### config.mk
export PLATFORM = sky130hd
export DESIGN_NAME = expiring_slot_pool_allocator_core
export DESIGN_NICKNAME = d
export VERILOG_FILES = /design/src/rtl/espa_pkg.sv /design/src/rtl/expiring_slot_pool_allocator_core.sv
export VERILOG_INCLUDE_DIRS = /design/src /design/src/rtl
export SDC_FILE = /design/constraint.sdc
export NUM_CORES = 2
export LEC_CHECK = 0
export BUFFER_PORTS_ARGS = -buffer_cell sky130_fd_sc_hd__buf_2
export CORE_MARGIN = 2
export CORE_UTILIZATION = 28
export DETAILED_ROUTE_END_ITERATION = 7
export MAX_ROUTING_LAYER = met4
export PLACE_DENSITY = 0.44
export SLEW_MARGIN = 20
export SYNTH_ARGS = -nofsm -noshare
export SYNTH_HDL_FRONTEND = slang
export SYNTH_SLANG_ARGS = --single-unit
export TNS_END_PERCENT = 30
### constraint.sdc
create_clock -name clock -period 6.58 [get_ports clock]
set_input_delay 0.329 -clock clock [delete_from_list [all_inputs] [get_ports clock]]
set_output_delay 0.329 -clock clock [all_outputs]
set_load 0.05 [all_outputs]
### src/rtl/expiring_slot_pool_allocator_core_assert.svh
// Assertion macros for the expiring slot pool allocator.
`ifndef EXPIRING_SLOT_POOL_ALLOCATOR_CORE_ASSERT_SVH
`define EXPIRING_SLOT_POOL_ALLOCATOR_CORE_ASSERT_SVH
`ifndef SYNTHESIS
// Checked on every rising clock edge outside reset.
`define ESPA_ASSERT(lbl, prop, msg) \
   lbl: assert property (@(posedge clock) disable iff (reset) prop) else $error(msg);
// Checked on every rising clock edge, reset included.
`define ESPA_ASSERT_ALWAYS(lbl, prop, msg) \
   lbl: assert property (@(posedge clock) prop) else $error(msg);
`else
`define ESPA_ASSERT(lbl, prop, msg)
`define ESPA_ASSERT_ALWAYS(lbl, prop, msg)
`endif
`endif

### src/rtl/espa_pkg.sv
// Types and constants shared by the expiring slot pool allocator.
`default_nettype none
package espa_pkg;

   localparam int SLOT_COUNT = 32;
   localparam int TIME_BITS  = 32;
   localparam int IDX_BITS   = $clog2(SLOT_COUNT);
   localparam int CNT_BITS   = $clog2(SLOT_COUNT + 1);
   localparam int LIFE_BITS  = 16;
   localparam int TOTAL_BITS = 32;
   localparam logic [LIFE_BITS-1:0] MIN_LIFE_RESET = LIFE_BITS'(3);

   typedef enum logic {
      FUNC_TICK    = 1'b0,
      FUNC_ACQUIRE = 1'b1
   } espa_func_type;

   typedef struct packed {
      logic                 func;
      logic [LIFE_BITS-1:0] lifetime;
   } espa_req_type;

   typedef struct packed {
      logic                  granted;
      logic [4:0]            slot;
      logic                  recycled;
      logic [5:0]            active_count;
      logic [TOTAL_BITS-1:0] recycle_total;
      logic [TOTAL_BITS-1:0] grant_total;
   } espa_rsp_type;

   typedef enum logic [2:0] {
      ST_IDLE,
      ST_SWEEP,
      ST_FREE,
      ST_EVICT,
      ST_WRITE,
      ST_DONE
   } espa_state_type;

endpackage
`default_nettype wire

### src/rtl/expiring_slot_pool_allocator_core.sv
// Top level of the expiring slot pool allocator: sequencer, expiry memory and counters.
// A tick sweeps every slot, the sweep reading one expiry per cycle; a full-pool acquire scans
// every expiry for the earliest; a free-slot acquire walks the pointer to a free slot; a
// rejected acquire goes straight to the result beat. Throughput: one item at a time, the
// next accepted the cycle after the beat, as the receiver cannot stall.
// Reset is synchronous and clears control, active bits and counters, but not the expiry memory.
`default_nettype none
`include "expiring_slot_pool_allocator_core_assert.svh"
module expiring_slot_pool_allocator_core (
   input  wire logic                         clock,
   input  wire logic                         reset,
   input  wire logic                         start,
   output logic                              busy,
   input  wire espa_pkg::espa_req_type       req_item,
   output logic                              rsp_strobe,
   output espa_pkg::espa_rsp_type            rsp_item,
   input  wire logic                         csr_valid,
   output logic                              csr_ready,
   input  wire logic [espa_pkg::LIFE_BITS-1:0] csr_data
);
   import espa_pkg::*;

   localparam logic [TIME_BITS-1:0] TIME_MAX = {TIME_BITS{1'b1}};

   // Control and sequencing state.
   espa_state_type        state_ff, state_in;
   logic [LIFE_BITS-1:0]  life_ff, life_in;
   logic [LIFE_BITS-1:0]  min_life_ff, min_life_in;
   logic [TIME_BITS-1:0]  time_ff, time_in;
   logic [IDX_BITS-1:0]   ptr_ff, ptr_in;
   logic [SLOT_COUNT-1:0] active_ff, active_in;
   logic [CNT_BITS-1:0]   cnt_ff, cnt_in;
   logic [TOTAL_BITS-1:0] evict_total_ff, evict_total_in;
   logic [TOTAL_BITS-1:0] grant_total_ff, grant_total_in;

   // Scan pipeline: step issues a read, chk marks the returning data in the cycle after.
   logic [CNT_BITS-1:0]   step_ff, step_in;
   logic                  chk_ff, chk_in;
   logic [IDX_BITS-1:0]   chk_idx_ff, chk_idx_in;
   logic [TIME_BITS-1:0]  best_ff, best_in;
   logic [IDX_BITS-1:0]   best_idx_ff, best_idx_in;
   logic [IDX_BITS-1:0]   cand_ff, cand_in;
   logic [IDX_BITS-1:0]   sel_ff, sel_in;
   logic                  granted_ff, granted_in;
   logic                  recyc_ff, recyc_in;

   // Expiry memory, one synchronous read port and one write port.
   logic [TIME_BITS-1:0]  expiry_mem [SLOT_COUNT];
   logic [TIME_BITS-1:0]  rd_data_ff;
   logic [IDX_BITS-1:0]   rd_addr;
   logic                  wr_en;
   logic [TIME_BITS-1:0]  wr_data;

   logic                  accept;
   logic                  pool_full;
   logic                  scan_issue;
   logic                  scan_end;
   logic [LIFE_BITS-1:0]  grant_life;
   logic [TIME_BITS:0]    expiry_sum;
   logic [15:0]           slot_wide;
   logic [15:0]           count_wide;

   assign accept     = start && !busy;
   assign pool_full  = (cnt_ff == CNT_BITS'(SLOT_COUNT));
   assign scan_issue = (step_ff < CNT_BITS'(SLOT_COUNT));
   assign scan_end   = !scan_issue;
   assign rd_addr    = step_ff[IDX_BITS-1:0];
   assign csr_ready  = 1'b1;

   // The granted lifetime is never below the configured minimum, and the expiry saturates.
   assign grant_life = (life_ff > min_life_ff) ? life_ff : min_life_ff;
   assign expiry_sum = {1'b0, time_ff} + (TIME_BITS + 1)'(grant_life);
   assign wr_data    = expiry_sum[TIME_BITS] ? TIME_MAX : expiry_sum[TIME_BITS-1:0];
   assign wr_en      = (state_ff == ST_WRITE);

   // Next state.
   always_comb begin
      state_in = state_ff;
      case (state_ff)
         ST_IDLE: begin
            if (accept) begin
               if (req_item.func == FUNC_TICK) begin
                  state_in = ST_SWEEP;
               end else if (req_item.lifetime == '0) begin
                  state_in = ST_DONE;
               end else if (pool_full) begin
                  state_in = ST_EVICT;
               end else begin
                  state_in = ST_FREE;
               end
            end
         end
         ST_SWEEP: begin
            if (scan_end) begin
               state_in = ST_DONE;
            end
         end
         ST_EVICT: begin
            if (scan_end) begin
               state_in = ST_WRITE;
            end
         end
         ST_FREE: begin
            if (!active_ff[cand_ff]) begin
               state_in = ST_WRITE;
            end
         end
         ST_WRITE: state_in = ST_DONE;
         ST_DONE:  state_in = ST_IDLE;
         default:  state_in = ST_IDLE;
      endcase
   end

   // Handshake outputs.
   always_comb begin
      busy       = 1'b1;
      rsp_strobe = 1'b0;
      case (state_ff)
         ST_IDLE: busy = 1'b0;
         ST_DONE: rsp_strobe = 1'b1;
         default: begin
            busy       = 1'b1;
            rsp_strobe = 1'b0;
         end
      endcase
   end

   // Datapath.
   always_comb begin
      life_in        = life_ff;
      min_life_in    = min_life_ff;
      time_in        = time_ff;
      ptr_in         = ptr_ff;
      active_in      = active_ff;
      cnt_in         = cnt_ff;
      evict_total_in = evict_total_ff;
      grant_total_in = grant_total_ff;
      step_in        = step_ff;
      chk_in         = 1'b0;
      chk_idx_in     = chk_idx_ff;
      best_in        = best_ff;
      best_idx_in    = best_idx_ff;
      cand_in        = cand_ff;
      sel_in         = sel_ff;
      granted_in     = granted_ff;
      recyc_in       = recyc_ff;

      if (csr_valid && csr_ready) begin
         min_life_in = csr_data;
      end

      case (state_ff)
         ST_IDLE: begin
            if (accept) begin
               life_in    = req_item.lifetime;
               step_in    = '0;
               cand_in    = ptr_ff;
               sel_in     = '0;
               granted_in = 1'b0;
               recyc_in   = (req_item.func == FUNC_ACQUIRE) && (req_item.lifetime != '0)
                            && pool_full;
               if (req_item.func == FUNC_TICK) begin
                  time_in = (time_ff == TIME_MAX) ? time_ff : time_ff + TIME_BITS'(1);
               end
            end
         end
         ST_SWEEP: begin
            if (scan_issue) begin
               step_in    = step_ff + CNT_BITS'(1);
               chk_in     = 1'b1;
               chk_idx_in = rd_addr;
            end
            if (chk_ff && active_ff[chk_idx_ff] && (rd_data_ff <= time_ff)) begin
               active_in[chk_idx_ff] = 1'b0;
               cnt_in                = cnt_ff - CNT_BITS'(1);
            end
         end
         ST_EVICT: begin
            if (scan_issue) begin
               step_in    = step_ff + CNT_BITS'(1);
               chk_in     = 1'b1;
               chk_idx_in = rd_addr;
            end
            // A strict compare keeps the lowest index on equal expiries.
            if (chk_ff && ((chk_idx_ff == '0) || (rd_data_ff < best_ff))) begin
               best_in     = rd_data_ff;
               best_idx_in = chk_idx_ff;
            end
            if (scan_end) begin
               sel_in = best_idx_in;
            end
         end
         ST_FREE: begin
            if (!active_ff[cand_ff]) begin
               sel_in = cand_ff;
            end else if (cand_ff == IDX_BITS'(SLOT_COUNT - 1)) begin
               cand_in = '0;
            end else begin
               cand_in = cand_ff + IDX_BITS'(1);
            end
         end
         ST_WRITE: begin
            active_in[sel_ff] = 1'b1;
            granted_in        = 1'b1;
            if (!recyc_ff) begin
               cnt_in = cnt_ff + CNT_BITS'(1);
            end else if (!(&evict_total_ff)) begin
               evict_total_in = evict_total_ff + TOTAL_BITS'(1);
            end
            if (!(&grant_total_ff)) begin
               grant_total_in = grant_total_ff + TOTAL_BITS'(1);
            end
            ptr_in = (sel_ff == IDX_BITS'(SLOT_COUNT - 1)) ? '0 : sel_ff + IDX_BITS'(1);
         end
         default: begin
            chk_in = 1'b0;
         end
      endcase
   end

   // Control registers.
   always_ff @(posedge clock) begin
      if (reset) begin
         state_ff       <= ST_IDLE;
         min_life_ff    <= MIN_LIFE_RESET;
         time_ff        <= '0;
         ptr_ff         <= '0;
         active_ff      <= '0;
         cnt_ff         <= '0;
         evict_total_ff <= '0;
         grant_total_ff <= '0;
         chk_ff         <= 1'b0;
      end else begin
         state_ff       <= state_in;
         min_life_ff    <= min_life_in;
         time_ff        <= time_in;
         ptr_ff         <= ptr_in;
         active_ff      <= active_in;
         cnt_ff         <= cnt_in;
         evict_total_ff <= evict_total_in;
         grant_total_ff <= grant_total_in;
         chk_ff         <= chk_in;
      end
   end

   // Payload registers.
   always_ff @(posedge clock) begin
      life_ff     <= life_in;
      step_ff     <= step_in;
      chk_idx_ff  <= chk_idx_in;
      best_ff     <= best_in;
      best_idx_ff <= best_idx_in;
      cand_ff     <= cand_in;
      sel_ff      <= sel_in;
      granted_ff  <= granted_in;
      recyc_ff    <= recyc_in;
   end

   // Expiry memory.
   always_ff @(posedge clock) begin
      if (wr_en) begin
         expiry_mem[sel_ff] <= wr_data;
      end
      rd_data_ff <= expiry_mem[rd_addr];
   end

   // Result beat. The slot and count are narrowed to the field widths of the result.
   assign slot_wide  = 16'(sel_ff);
   assign count_wide = 16'(cnt_ff);

   always_comb begin
      rsp_item.granted       = granted_ff;
      rsp_item.slot          = slot_wide[4:0];
      rsp_item.recycled      = recyc_ff && granted_ff;
      rsp_item.active_count  = count_wide[5:0];
      rsp_item.recycle_total = evict_total_ff;
      rsp_item.grant_total   = grant_total_ff;
   end

   `ESPA_ASSERT_ALWAYS(a_reset_idle, reset |=> (!busy && !rsp_strobe), "not idle after reset")
   `ESPA_ASSERT(a_accept_busy, (start && !busy) |=> busy, "accepted item did not raise busy")
   `ESPA_ASSERT(a_single_beat, rsp_strobe |=> !rsp_strobe, "more than one result beat")
   `ESPA_ASSERT(a_free_slot, (wr_en && !recyc_ff) |-> !active_ff[sel_ff], "free slot in use")
   `ESPA_ASSERT(a_recycle_full, (wr_en && recyc_ff) |-> pool_full, "eviction while not full")
   `ESPA_ASSERT(a_count_match, !busy |-> ($countones(active_ff) == int'(cnt_ff)), "bad count")

endmodule
`default_nettype wire

==> flow_summary.json <==
{
  "dpl.hpwl_um": 88200,
  "wirelength_um": 156000,
  "finalMaxSlewViolations": 0,
  "nets": 3437,
  "final-seq-area_um2": 36900,
  "wire_per_inst_um": 26.4,
  "synthesis.nets": 3187,
  "fillers": 18250,
  "vias_per_cell": 4.87,
  "status": "finished clean",
  "met3WireLength_um": 5710,
  "critical_path_arrival_ns": 6.19,
  "p_per_area_nw_per_um2": 330,
  "cts_hold_buf": 33,
  "finalSetupTns_ns": 0,
  "drv_cap": 0,
  "vdd_drop_max_uv": 219,
  "cpMostUsedCell": "buf_4",
  "synth-xor-area-share_pct": 1.77,
  "setup_viol": 0,
  "crit_fanout": 32,
  "leakagePower_uw": 0.0204,
  "post-route-drc-count": 0,
  "drtIter0Drc": 2015,
  "grt_pass1_vias": 29308,
  "numClockSinks": 1291,
  "path_clk_slew_ns": 0.06,
  "yosysUniqueCellTypes": 81,
  "antenna_left": 0,
  "syn_area_um2": 53300,
  "wl_met1_um": 71000,
  "fmax_mhz": 175,
  "synth_edf_count": 1100,
  "period_share_pct": 86.6,
  "cp-start-kind": "flip-flop",
  "critPathKind": "flip-flop to flip-flop",
  "yosys.area_share.adder_pct": 2.66,
  "synth_seq_area_share_pct": 69.1,
  "hold_violations": 0,
  "place_area_um2": 57700,
  "worstSkewPairLatency_ns": 0.79,
  "critPathMaxStageDelay_ns": 0.54,
  "ys_warn_count": 0,
  "yosys.area_share.simple_pct": 5.66,
  "grt_overflow_total": 0,
  "synthFlopType": "edfxtp_1",
  "multi_input_area_um2": 15800,
  "grt_max_degree": 95,
  "start_util_pct": 28.1,
  "ys_seq_elements": 1291,
  "cts_tree": "done",
  "cts_buffer_depth": 3,
  "crit_path_end_kind": "flip-flop",
  "h-tree-depth": 4,
  "slowest_stage": "a31o_2",
  "met2RoutedLength_um": 76400,
  "cts-buffers-inserted": 144,
  "top_layer": "met4",
  "final_area_um2": 62600,
  "grt_use_total_pct": 16.6,
  "first_pass_iters": 5,
  "synth_compound_area_share_pct": 3.10,
  "postCtsSetupBuffers": 0,
  "core_um2": 190000,
  "worst_pin_slew_ns": 1.10,
  "rows": 160,
  "area_growth_pct": 17.4,
  "grt_pass1_wl_um": 223000,
  "min_period_ns": 5.70,
  "antenna_found_initial": 0,
  "die_w_um": 440,
  "vias": 28836,
  "async_flop_share_pct": 0,
  "cp_cell_sequence": "ha_1 -> nor2b_1 -> o21ai_0 -> a21oi_1 -> o41ai_1 -> a31o_2 -> mux2_2 -> ha_1 -> inv_1 -> fa_1 -> nor2b_1 -> o31a_1 -> o31ai_1 -> a211oi_1 -> buf_4 -> o21ai_2 -> buf_4 -> nor3b_1 -> a21oi_2 -> buf_4",
  "syn_inst": 3038,
  "muxShareOfSynthArea_pct": 15.8,
  "syn_avg_cell_area_um2": 17.6,
  "design.portCount": 117,
  "cts-root-buf": "clkbuf_16",
  "layout-drive-gt1-share_pct": 26.0,
  "gp_congestion": 0.785,
  "skew_ns": 0.0212,
  "total_power_uw": 20600,
  "die_h_um": 440,
  "synth_top_family_by_area": "multiplexers",
  "max-slew-margin-rel_pct": 26.2,
  "die_area_um2": 194000,
  "hold_path_class": "input pin to flip-flop",
  "worst_ep_required_time_ns": 7.07,
  "grt_setup_unrepaired": "false",
  "cts-resized-gates": 0,
  "port_buffers": 115
}
[sequential cells by signal, indices dropped and copies added, names as in the netlist, 16 cells and up]
register / flops
time_ff: 32
grant_total_ff: 32
best_ff: 32
rd_data_ff: 32
active_ff: 32
life_ff: 16
expiry_mem: 1024
evict_total_ff: 32
min_life_ff: 16
[where the power goes]
group | leakage, uW | internal (uW) | switching (uW)
Clock | 0.00225 | 4550 | 3340
Combinational | 0.00653 | 1430 | 1730
Sequential | 0.0117 | 9260 | 328
[cells by family (layout without fill, tap and decap cells)]
kind of cell,Yosys count,in the layout
and+or+nand+nor,603,603
DFF,1291,1291
xor gates and xnor gates,108,108
AOI/OAI and AO/OA,255,255
other,1,3
adders and majority gates,112,112
muxes,423,423
buffers and inverters,245,612
[metal layers]
layer  up-vias  global-route usage, %
met5         -                      -
met4         0                   3.90
met3       196                   2.39
met2       610                   27.0
met1     15418                   21.9
li1      12612                      -
[critical path, delay by kind of cell, from the launching register on]
kind | cells | cell delay [ns]
AND/OR/NAND/NOR | 3 | 0.54
adder cells (fa/ha/maj) | 3 | 0.71
AO/OA/AOI/OAI | 9 | 2.28
flip-flops | 1 | 0.42
multiplexers | 1 | 0.41
buffers and inverters | 4 | 1.00
[cells in the mapped netlist (19+ instances only)]
library cell | instances | area, um2
xor2_1 | 42 | 368
buf_2 | 39 | 195
xnor2_1 | 66 | 578
a21oi_1 | 84 | 420
nand2_1 | 119 | 447
inv_1 | 106 | 398
ha_1 | 110 | 1380
mux2_2 | 69 | 777
edfxtp_1 | 1100 | 33000
a211oi_1 | 36 | 270
nand4_1 | 46 | 288
nand3_1 | 56 | 280
o21ai_0 | 50 | 250
dfxtp_1 | 191 | 3820
nor2_1 | 213 | 800
nor3_1 | 33 | 165
mux4_2 | 330 | 7430
nor4_1 | 19 | 119
mux2i_1 | 23 | 230
clkbuf_1 | 87 | 327
[metrics by stage]
stage                     setup slack (ns)  utilization (%)  instances  hold slack (ns)
after detailed placement             0.897             30.4       5620            0.460
after global routing                 0.489             33.0       5916           0.0395
after CTS                            0.875             33.0       5916           0.0212
final                                0.882             33.0       5918           0.0883
after floorplan                       1.10                -       3038            0.421
after global placement               0.824             30.4       5618            0.456
[cell type report]
cell class / count / share of cell area, %
Inverter: 107 / 0.642
Tap cell: 2511 / 5.02
Sequential cell: 1291 / 58.9
Antenna cell: 2 / 0.00799
Timing Repair Buffer: 242 / 2.88
Multi-Input combinational cell: 1502 / 25.3
Clock inverter: 65 / 0.949
Clock buffer: 198 / 6.38
[final timing paths]
kind	depth (start not counted)	slack [ns]	end	startpoint
max	20	0.88	expiry_mem[29][27]	life_ff[1]
min	4	0.09	state_ff[2]	start
max reg2reg	20	0.88	expiry_mem[29][27]	life_ff[1]
min reg2reg	2	0.46	ptr_ff[4]	ptr_ff[4]
[placed cells by master (no fill, tap or decap), drive strengths merged, types with 46 or more instances in the layout]
master	count
a21oi	85
buf	209
clkbuf	198
clkinv	46
dfxtp	191
edfxtp	1100
ha	110
inv	116
mux2	70
mux4	330
nand2	121
nand3	56
nand4	46
nor2	213
o21ai	51
xnor2	66
(Power assumes the default switching activity.)
